===== config.mk =====
export PLATFORM = sky130hd
export DESIGN_NAME = multi_timer_table_core
export DESIGN_NICKNAME = d
export VERILOG_FILES = /design/src/sv/mtt_pkg.sv /design/src/sv/multi_timer_table_core.sv
export SDC_FILE = /design/constraint.sdc
export NUM_CORES = 2
export LEC_CHECK = 0
export ABC_AREA = 1
export BUFFER_PORTS_ARGS = -buffer_cell sky130_fd_sc_hd__buf_2
export CORE_ASPECT_RATIO = 0.75
export CORE_MARGIN = 10
export CORE_UTILIZATION = 45
export DETAILED_ROUTE_END_ITERATION = 10
export PLACE_DENSITY = 0.56
export SYNTH_ARGS = -nofsm -noshare
export SYNTH_HDL_FRONTEND = slang
export SYNTH_SLANG_ARGS = --single-unit

===== constraint.sdc =====
create_clock -name clock -period 7.7 [get_ports clock]
set_input_delay 1.155 -clock clock [delete_from_list [all_inputs] [get_ports clock]]
set_output_delay 1.155 -clock clock [all_outputs]
set_load 0.005 [all_outputs]

===== src/sv/mtt_pkg.sv =====
// shared types and codes for the timer table
`timescale 1ns / 1ps
package mtt_pkg;
   typedef enum logic [2:0] {
      FN_CREATE = 3'd0, FN_START = 3'd1, FN_STOP = 3'd2, FN_DESTROY = 3'd3,
      FN_CHPER = 3'd4, FN_TICK = 3'd5, FN_REPORT = 3'd6, FN_BAD = 3'd7
   } func_type;
   localparam logic [1:0] ST_OK = 2'd0;
   localparam logic [1:0] ST_INVAL = 2'd1;
   localparam logic [1:0] ST_FULL = 2'd2;
   localparam logic [1:0] BE_NONE = 2'd0;
   localparam logic [1:0] BE_WARN = 2'd1;
   localparam logic [1:0] BE_FAULT = 2'd2;
   localparam logic [1:0] REG_TICK = 2'd0;
   localparam logic [1:0] REG_SOFT = 2'd1;
   localparam logic [1:0] REG_HARD = 2'd2;
   localparam logic [1:0] REG_STRIKE = 2'd3;
endpackage


===== src/sv/multi_timer_table_core.sv =====
// timer slot table with serial period divider and slot walker
//
// channel | ports         | role
// req     | req_valid/stall | one command per transfer
// rsp     | rsp_valid/stall | one or more results per command
// csr     | apb-style       | four config registers, 4-byte spaced
//
// create and change_period run a 32-step restoring divide. tick walks the slots
// one per cycle, holding while an earlier expiry result still waits under rsp_stall.
// req_stall is high while a command is busy or an earlier result still waits.
// a result waits in the output register while rsp_stall is high.
// reset clears all slots at once (flip-flop table, no sweep).
`timescale 1ns / 1ps
module multi_timer_table_core #(
   parameter int N_TIMERS = 16
) (
   input  logic        clock,
   input  logic        reset,
   input  logic        req_valid,
   output logic        req_stall,
   input  logic [2:0]  req_func,
   input  logic [7:0]  req_handle,
   input  logic        req_mode_periodic,
   input  logic [31:0] req_period_ms,
   input  logic        req_cb_ok,
   input  logic [31:0] req_elapsed_us,
   output logic        rsp_valid,
   input  logic        rsp_stall,
   output logic [1:0]  rsp_status,
   output logic [7:0]  rsp_handle_out,
   output logic        rsp_expired,
   output logic [1:0]  rsp_budget_event,
   output logic        rsp_last,
   input  logic        psel,
   input  logic        penable,
   input  logic        pwrite,
   input  logic [3:0]  paddr,
   input  logic [31:0] pwdata,
   output logic [31:0] prdata,
   output logic        pready
);
   import mtt_pkg::*;

   localparam int IW = (N_TIMERS > 1) ? $clog2(N_TIMERS) : 1;
   localparam int CW = $clog2(N_TIMERS + 1);

   typedef enum logic [2:0] {
      S_IDLE, S_DECODE, S_DIV, S_APPLY, S_WALK, S_EMIT, S_DONE
   } state_type;

   state_type state_ff;
   logic [9:0]  tick_ms_ff;
   logic [31:0] soft_ff, hard_ff;
   logic [7:0]  strike_ff;

   logic [N_TIMERS-1:0] used_ff, armed_ff, per_ff;
   logic [31:0] reload_ff [N_TIMERS];
   logic [31:0] left_ff   [N_TIMERS];
   logic [7:0]  ovr_ff    [N_TIMERS];

   func_type    func_ff;
   logic [7:0]  h_ff;
   logic        mode_ff, ok_ff;
   logic [31:0] pms_ff, el_ff;

   // divider: quotient shifts into q_ff, remainder in r_ff
   logic [31:0] q_ff;
   logic [9:0]  r_ff;
   logic [5:0]  dcnt_ff;
   logic [IW-1:0] free_ff;
   logic        free_ok_ff;
   logic [CW-1:0] wcnt_ff;
   logic        any_ff;

   logic [1:0]  o_st_ff, o_be_ff;
   logic [7:0]  o_h_ff;
   logic        o_ex_ff, o_last_ff, o_v_ff;

   logic        wr;
   logic [IW-1:0] hi, wi;
   logic        inr, valid_h;
   logic [9:0]  dv;
   logic [10:0] rsh, rsub;
   logic [31:0] tks, dec;
   logic [7:0]  ovr_inc;

   assign pready = 1'b1;
   assign wr = psel && penable && pwrite;
   assign req_stall = (state_ff != S_IDLE) || (o_v_ff && rsp_stall);
   assign rsp_valid = o_v_ff;
   assign rsp_status = o_st_ff;
   assign rsp_handle_out = o_h_ff;
   assign rsp_expired = o_ex_ff;
   assign rsp_budget_event = o_be_ff;
   assign rsp_last = o_last_ff;

   always_comb begin
      case (paddr[3:2])
         REG_TICK:   prdata = {22'd0, tick_ms_ff};
         REG_SOFT:   prdata = soft_ff;
         REG_HARD:   prdata = hard_ff;
         REG_STRIKE: prdata = {24'd0, strike_ff};
         default:    prdata = 32'd0;
      endcase
   end

   assign hi = h_ff[IW-1:0];
   assign wi = wcnt_ff[IW-1:0];
   assign inr = ({24'd0, h_ff} < 32'(N_TIMERS));
   assign valid_h = inr && used_ff[hi];
   assign dv = (tick_ms_ff == 10'd0) ? 10'd1 : tick_ms_ff;
   assign rsh = {r_ff, pms_ff[31]};
   assign rsub = rsh - {1'b0, dv};
   assign tks = (q_ff == 32'd0) ? 32'd1 : q_ff;
   assign dec = (left_ff[wi] != 32'd0) ? left_ff[wi] - 32'd1 : 32'd0;
   assign ovr_inc = ovr_ff[hi] + 8'd1;

   always_ff @(posedge clock) begin
      if (reset) begin
         state_ff <= S_IDLE;
         tick_ms_ff <= 10'd1;
         soft_ff <= 32'd100;
         hard_ff <= 32'd500;
         strike_ff <= 8'd3;
         used_ff <= '0;
         armed_ff <= '0;
         per_ff <= '0;
         o_v_ff <= 1'b0;
         for (int i = 0; i < N_TIMERS; i++) begin
            reload_ff[i] <= 32'd0;
            left_ff[i] <= 32'd0;
            ovr_ff[i] <= 8'd0;
         end
      end else begin
         if (wr) begin
            case (paddr[3:2])
               REG_TICK:   tick_ms_ff <= pwdata[9:0];
               REG_SOFT:   soft_ff <= pwdata;
               REG_HARD:   hard_ff <= pwdata;
               REG_STRIKE: strike_ff <= pwdata[7:0];
               default: ;
            endcase
         end
         if (o_v_ff && !rsp_stall) o_v_ff <= 1'b0;
         case (state_ff)
            S_IDLE: begin
               if (req_valid && !req_stall) begin
                  func_ff <= func_type'(req_func);
                  h_ff <= req_handle;
                  mode_ff <= req_mode_periodic;
                  pms_ff <= req_period_ms;
                  ok_ff <= req_cb_ok;
                  el_ff <= req_elapsed_us;
                  state_ff <= S_DECODE;
               end
            end
            S_DECODE: begin
               // result defaults
               o_st_ff <= ST_OK;
               o_h_ff <= 8'd0;
               o_ex_ff <= 1'b0;
               o_be_ff <= BE_NONE;
               o_last_ff <= 1'b1;
               q_ff <= 32'd0;
               r_ff <= 10'd0;
               dcnt_ff <= 6'd0;
               wcnt_ff <= '0;
               any_ff <= 1'b0;
               free_ok_ff <= 1'b0;
               free_ff <= '0;
               for (int i = N_TIMERS - 1; i >= 0; i--) begin
                  if (!used_ff[i]) begin
                     free_ok_ff <= 1'b1;
                     free_ff <= IW'(i);
                  end
               end
               state_ff <= S_DONE;
               case (func_ff)
                  FN_CREATE: begin
                     if (pms_ff == 32'd0) o_st_ff <= ST_INVAL;
                     else if (&used_ff) o_st_ff <= ST_FULL;
                     else state_ff <= S_DIV;
                  end
                  FN_CHPER: begin
                     if (!valid_h || pms_ff == 32'd0) o_st_ff <= ST_INVAL;
                     else state_ff <= S_DIV;
                  end
                  FN_START: begin
                     if (!valid_h) o_st_ff <= ST_INVAL;
                     else begin
                        left_ff[hi] <= reload_ff[hi];
                        armed_ff[hi] <= 1'b1;
                        ovr_ff[hi] <= 8'd0;
                     end
                  end
                  FN_STOP: begin
                     if (!inr) o_st_ff <= ST_INVAL;
                     else armed_ff[hi] <= 1'b0;
                  end
                  FN_DESTROY: begin
                     if (!inr) o_st_ff <= ST_INVAL;
                     else begin
                        used_ff[hi] <= 1'b0;
                        armed_ff[hi] <= 1'b0;
                        per_ff[hi] <= 1'b0;
                        reload_ff[hi] <= 32'd0;
                        left_ff[hi] <= 32'd0;
                        ovr_ff[hi] <= 8'd0;
                     end
                  end
                  FN_TICK: state_ff <= S_WALK;
                  FN_REPORT: begin
                     if (!valid_h) o_st_ff <= ST_INVAL;
                     else begin
                        if (el_ff > hard_ff) begin
                           if (ovr_inc >= strike_ff) begin
                              o_be_ff <= BE_FAULT;
                              ovr_ff[hi] <= 8'd0;
                           end else begin
                              o_be_ff <= BE_WARN;
                              ovr_ff[hi] <= ovr_inc;
                           end
                        end else begin
                           if (el_ff > soft_ff) o_be_ff <= BE_WARN;
                           ovr_ff[hi] <= 8'd0;
                        end
                        if (!ok_ff) armed_ff[hi] <= 1'b0;
                     end
                  end
                  default: o_st_ff <= ST_INVAL;
               endcase
            end
            S_DIV: begin
               // one quotient bit per cycle
               if (rsh >= {1'b0, dv}) begin
                  r_ff <= rsub[9:0];
                  q_ff <= {q_ff[30:0], 1'b1};
               end else begin
                  r_ff <= rsh[9:0];
                  q_ff <= {q_ff[30:0], 1'b0};
               end
               pms_ff <= {pms_ff[30:0], 1'b0};
               dcnt_ff <= dcnt_ff + 6'd1;
               if (dcnt_ff == 6'd31) state_ff <= S_APPLY;
            end
            S_APPLY: begin
               if (func_ff == FN_CREATE) begin
                  used_ff[free_ff] <= 1'b1;
                  armed_ff[free_ff] <= 1'b0;
                  per_ff[free_ff] <= mode_ff;
                  reload_ff[free_ff] <= tks;
                  left_ff[free_ff] <= tks;
                  ovr_ff[free_ff] <= 8'd0;
                  o_h_ff <= 8'(free_ff);
               end else begin
                  reload_ff[hi] <= tks;
                  if (armed_ff[hi] && left_ff[hi] > tks) left_ff[hi] <= tks;
                  ovr_ff[hi] <= 8'd0;
               end
               state_ff <= S_DONE;
            end
            S_WALK: begin
               if (wcnt_ff == CW'(N_TIMERS)) begin
                  if (!any_ff) state_ff <= S_DONE;
                  else state_ff <= S_IDLE;
               end else if (!o_v_ff || !rsp_stall) begin
                  wcnt_ff <= wcnt_ff + CW'(1);
                  if (used_ff[wi] && armed_ff[wi]) begin
                     if (dec == 32'd0) begin
                        if (per_ff[wi]) left_ff[wi] <= reload_ff[wi];
                        else begin
                           left_ff[wi] <= dec;
                           armed_ff[wi] <= 1'b0;
                        end
                        any_ff <= 1'b1;
                        o_h_ff <= 8'(wi);
                        o_ex_ff <= 1'b1;
                        o_last_ff <= 1'b1;
                        // last flag: no later slot expires this tick
                        for (int j = 0; j < N_TIMERS; j++) begin
                           if (j > int'(wi) && used_ff[j] && armed_ff[j]
                               && left_ff[j] <= 32'd1)
                              o_last_ff <= 1'b0;
                        end
                        o_v_ff <= 1'b1;
                     end else left_ff[wi] <= dec;
                  end
               end
            end
            S_DONE: begin
               if (!o_v_ff || !rsp_stall) begin
                  o_v_ff <= 1'b1;
                  state_ff <= S_IDLE;
               end
            end
            default: state_ff <= S_IDLE;
         endcase
      end
   end

   // the output register is only loaded once the previous result left
   a_no_overwrite: assert property (@(posedge clock) disable iff (reset)
      (rsp_valid && rsp_stall) |=> rsp_valid)
      else $error("result dropped under stall");
   a_busy_stall: assert property (@(posedge clock) disable iff (reset)
      (req_valid && !req_stall) |=> req_stall)
      else $error("command accepted while busy");
   a_expiry_handle: assert property (@(posedge clock) disable iff (reset)
      (rsp_valid && rsp_expired) |-> ({24'd0, rsp_handle_out} < 32'(N_TIMERS)))
      else $error("expiry for slot out of range");
endmodule

# --- Word-level counts from Yosys, hierarchy flattened ---
# Memories as Yosys holds them, arrays and structs flattened. A register that Yosys moved wholly into a read port is not among the register bits.
# Index checks and enable logic that the tools add are counted.
word_totals:
  regBits: 282
  latch_bits: 0
  ramBits: 1152
  mem_bits_ro: 0
  output_inout_bits: 49
  wordCells: 464
  memories: 3
classes:
  n_addsub: 5
  n_mul: 0
  n_div: 0
  order_cmp: 42
  eq_ne: 33
  n_shift: 0
  n_mux: 227
  bitwise: 21
  n_reduce_logical: 105
mem_list:
  columns: ["name", "depth", "width", "read_ports", "rd_clocked_by_memory_dff", "write_ports", "line_no", "text"]
  rows:
  - ["left_ff", 16, 32, 17, 2, 16, "multi_timer_table_core.sv:58", "logic [31:0] left_ff [N_TIMERS];"]
  - ["reload_ff", 16, 32, 2, 2, 16, "multi_timer_table_core.sv:57", "logic [31:0] reload_ff [N_TIMERS];"]
  - ["ovr_ff", 16, 8, 1, 1, 16, "multi_timer_table_core.sv:59", "logic [7:0] ovr_ff [N_TIMERS];"]
op_table:
  columns: ["cell", "count"]
  rows:
  - ["$le A32 B1 Y1 const B", 15]
  - ["$mux W32", 13]
  - ["$mux W16", 16]
  - ["$reduce_or A32 Y1", 5]
  - ["$pmux W32 S2", 2]
  - ["$pmux W32 S4", 1]
  - ["$mux W1", 118]
  - ["$gt A32 B32 Y1", 3]
  - ["$logic_not A32 Y1", 3]
  - ["$mux W8", 12]
  - ["$pmux W16 S3", 2]
  - ["$and A16 B16 Y16", 5]
  - ["$mux W4", 20]
  - ["$pmux W16 S2", 2]
  - ["$logic_and A1 B1 Y1", 56]
  - ["$not A16 Y16", 3]
  - ["$mux W3", 12]
  - ["$gt A4 B4 Y1 const A", 8]
  - ["$or A16 B16 Y16", 2]
  - ["$reduce_bool A32 Y1", 1]
  - ["$sub A32 B1 Y32 const B", 1]
  - ["$pmux W8 S3", 1]
  - ["$ne A2 B2 Y1 const B", 11]
  - ["$bmux W1 S4", 5]
  - ["53 further kinds", 116]

# --- Depth between registers and ports, before layout ---
depth:
  depth_word: 24
  mapped_depth: 32
  mapped_depth_nobuf: 27

# --- Worst setup path before layout ---
# No wires, ideal clock.
synth_timing:
  path_type: "register to register"
  from: "register with a tool-made name"
  to: "memory left_ff[0][0], enable pin"
  arrival_time_ns: 5.372
  slack_ns: 1.939
  path_stages_with_launch: 27
  n_path_buf: 8
  path_cell_list: "dfxtp_1 -> clkbuf_1 -> clkbuf_1 -> clkbuf_1 -> clkbuf_1 -> clkbuf_1 -> clkbuf_1 -> clkbuf_1 -> a21oi_1 -> o21ai_0 -> nand3_1 -> nand3_1 -> nand2_1 -> ha_1 -> inv_1 -> nor4_1 -> inv_1 -> nor4_1 -> o31ai_1 -> nand2_1 -> nand2_1 -> nand2_1 -> nor2_1 -> nor3_1 -> nand2_1 -> clkbuf_1 -> nand2_1"
synth_rtl:
  columns: ["item", "line_no"]
  rows:
  - ["end, declared", "multi_timer_table_core.sv:58"]

==> results.json <==
{
  "status": "finished, violations left",
  "violations": "max-capacitance violations, max-slew violations",
  "synth_largest_area_cell": "edfxtp_1",
  "stdcell_area_mm2": 0.08861,
  "yosysMostFrequentCell": "nor2_1",
  "synth_seq_cells": 1438,
  "ctsRootBufferMaster": "clkbuf_16",
  "overflow": 0,
  "fin_crit_sh": 0.8740,
  "syn_to_final_growth_pct": 9.659,
  "cts_tree": "built",
  "syn_area_mm2": 0.08080,
  "synth_top_area_frac": 0.4816,
  "synth_cell_types": 63,
  "hp-start": "per_ff[8]",
  "worst-path-max-fanout": 79,
  "die_area_mm2": 0.1971,
  "synth_cells": 9700,
  "holdBufCountCts": 0,
  "clk_pin_slew_ns": 0.06,
  "fin_ws_ns": 0.9703,
  "power.internal_mw": 16.61,
  "fin_hold_ws_ns": 0.4591,
  "post_cts_resized": 0,
  "yosysSeqAreaShare": 0.5168,
  "drc": 0,
  "synth_edf_count": 1296,
  "syn_area_per_cell_um2": 8.330,
  "synth_ff_type": "edfxtp_1",
  "hold_depth": 2,
  "wl_um": 331200,
  "setup_violations": 0,
  "drv_cap": 1,
  "start_kind": "flop",
  "slew_viol_final": 2,
  "firstDrtPassIters": 7,
  "p_sw_mw": 13.42,
  "async_reset_ff_frac": 0,
  "cts_setup_buffers": 0,
  "total_power_mw": 30.03,
  "vias": 75210,
  "reg2reg_to": "left_ff[0][4]",
  "numCtsBuffers": 158,
  "clkPwrFrac": 0.259,
  "drt_iter0_drc": 12420,
  "synthTopCellsByArea": "edfxtp_1 (48%), nor2_1 (7.4%), nand2_1 (6.3%), o21ai_0 (6.0%), a21oi_1 (5.7%)",
  "crit_buf_inv": 5,
  "routed_via_density": 6.273,
  "worst_slew_pin_slew_ns": 1.682,
  "reg2regPathDepth": 22,
  "chipHeight_um": 387.0,
  "grt_pass1_vias": 69340,
  "hpwl_um": 210900,
  "path_cells": "inv_8 > buf_4 > buf_4 > a21oi_1 > o21ai_0 > nand3_1 > nand3_1 > nand2_1 > ha_1 > a21oi_1 > o21a_1 > o221ai_1 > a221oi_1 > nand2_1 > nand2_1 > buf_4 > nand2_1 > nor2_1 > nor3_1 > nand2_2 > nand2_2 > buf_4",
  "comb_power_share": 0.421,
  "die_w_um": 509.3,
  "finClkSkew_ns": 0.03928,
  "num_rows": 134,
  "critical_path_class": "reg2reg",
  "cp_slowest_cell": "a221oi_1",
  "slowest_delay_ns": 0.75,
  "ys_top_cells_by_count": "nor2_1 (1,594), nand2_1 (1,348), edfxtp_1 (1,296)",
  "cp.required_ns": 8.27,
  "arrival_ns": 7.30,
  "worstHoldEndpoint": "per_ff[8]",
  "gp_congestion": 0.9717,
  "antenna_found_initial": 7,
  "portBuffers": 161,
  "fin_setup_tns_ns": 0,
  "drive_gt1_frac": 0.07847,
  "post-route-util": 0.4972,
  "placedCellCount": 11700,
  "power_density_mw_per_mm2": 338.9,
  "grt_first_pass_wirelength_um": 476900,
  "ant_nets": 0,
  "cts.sinks": 1438,
  "slew_headroom": -0.1317,
  "leakage_nw": 32.78,
  "power_frac_seq": 0.320,
  "core_area_mm2": 0.1782,
  "grtUsageTotal": 0.3219,
  "hold_class": "reg2reg",
  "fmax_ghz": 0.1486,
  "cts_buffer_depth": 3,
  "swShare": 0.4470,
  "path_delay_family": "simple AND/OR/NAND/NOR gates",
  "post-route-min-period_ns": 6.730,
  "insertion_delay_ns": 0.82,
  "ios": 169,
  "grt_max_degree": 166,
  "nNetsFinal": 9726,
  "peakVddDrop_v": 0.0002163,
  "ctsHtreeMaxLevel": 4,
  "layout.cells.non_filler": 11990,
  "end_kind": "flop",
  "start_util": 0.4534,
  "r2r_slack_ns": 0.97,
  "placed_cell_area_mm2": 0.08348,
  "rsz0062_at_grt": "false",
  "wl_per_cell_um": 27.62,
  "synth_warnings": 0,
  "place_ws_ns": 1.340,
  "hold_viol": 0
}
per-layer routing:
layer,track usage,share of wire,vias to the layer above
li1,-,-,33190
met3,0.09988,0.14,694
met5,0,0.00022,-
met2,0.4376,0.40,5214
met4,0.1134,0.039,12
met1,0.4771,0.42,36100
logic make-up after synthesis:
family,Yosys count,synth area share
xor gates and xnor gates,15,0.001626
DFF,1438,0.5168
adders and majority gates,122,0.01898
and+or+nand+nor,4065,0.2123
other,2,0.00009294
buffers and inverters,1598,0.07929
AOI/OAI and AO/OA,2460,0.1709
layout make-up:
type	instances	area, µm²
Fill cell	16880	89610
Sequential cell	1438	41790
Multi-Input combinational cell	6667	32950
Clock buffer	201	4242
Inverter	857	3267
Tap cell	2380	2978
Timing Repair Buffer	362	2490
Clock inverter	84	888.4
Antenna cell	2	5.005
state kept, by name, summed over array words and instances (netlist names), 4 cells and up, named ones only:
name,flops
strike_ff,8
dcnt_ff,6
q_ff,32
pms_ff,32
r_ff,10
per_ff,16
free_ff,4
rsp_handle_out,4
reload_ff,512
left_ff,512
used_ff,16
ovr_ff,128
wcnt_ff,5
el_ff,32
tick_ms_ff,10
hard_ff,32
h_ff,8
soft_ff,32
power by group through the flow:
stage | clock network (mW) | logic (mW) | registers, mW
3_3_place_gp | 0 | 12.1 | 9.74
3_5_place_dp | 0 | 12.2 | 9.75
2_1_floorplan | 0 | 7.86 | 9.42
6_report | 7.77 | 12.6 | 9.62
5_1_grt | 8.12 | 13.5 | 9.65
4_1_cts | 7.82 | 12.2 | 9.59
cell usage in the layout (no fill, tap or decap), types with 23 or more instances in the layout:
| cell type | instances |
|---|---|
| o21ai_0 | 961 |
| nor3_1 | 58 |
| o22ai_1 | 74 |
| ha_1 | 121 |
| o21ai_1 | 23 |
| a211oi_1 | 27 |
| nor4_1 | 89 |
| a221oi_1 | 58 |
| nand3_1 | 757 |
| clkbuf_16 | 163 |
| o211ai_1 | 148 |
| dfxtp_1 | 134 |
| o221ai_1 | 78 |
| nor2_1 | 1591 |
| clkbuf_1 | 36 |
| buf_2 | 161 |
| a21oi_1 | 925 |
| nand2_1 | 1327 |
| or2_1 | 40 |
| clkinv_1 | 33 |
| buf_4 | 187 |
| nand4_1 | 107 |
| clkinv_2 | 29 |
| edfxtp_1 | 1296 |
| inv_1 | 820 |
| nand2_2 | 42 |
| a31oi_1 | 24 |
worst max-delay path by stage:
stage / startpoint / cells after the start / endpoint
final: flop / 22 / left_ff[0][4]
after detailed placement: flop / 22 / rsp_last
after floorplan: flop / 26 / left_ff[0][0]
after global routing: flop / 22 / left_ff[0][4]
after global placement: flop / 22 / rsp_last
after CTS: flop / 22 / left_ff[0][1]
tightest hold or removal path, delay by kind of cell, from the launching register on:
family,cells,cell delay [ns]
buffers and inverters,1,0.06
DFF,1,0.29
AOI/OAI and AO/OA,1,0.06
(Power assumes the default switching activity.)
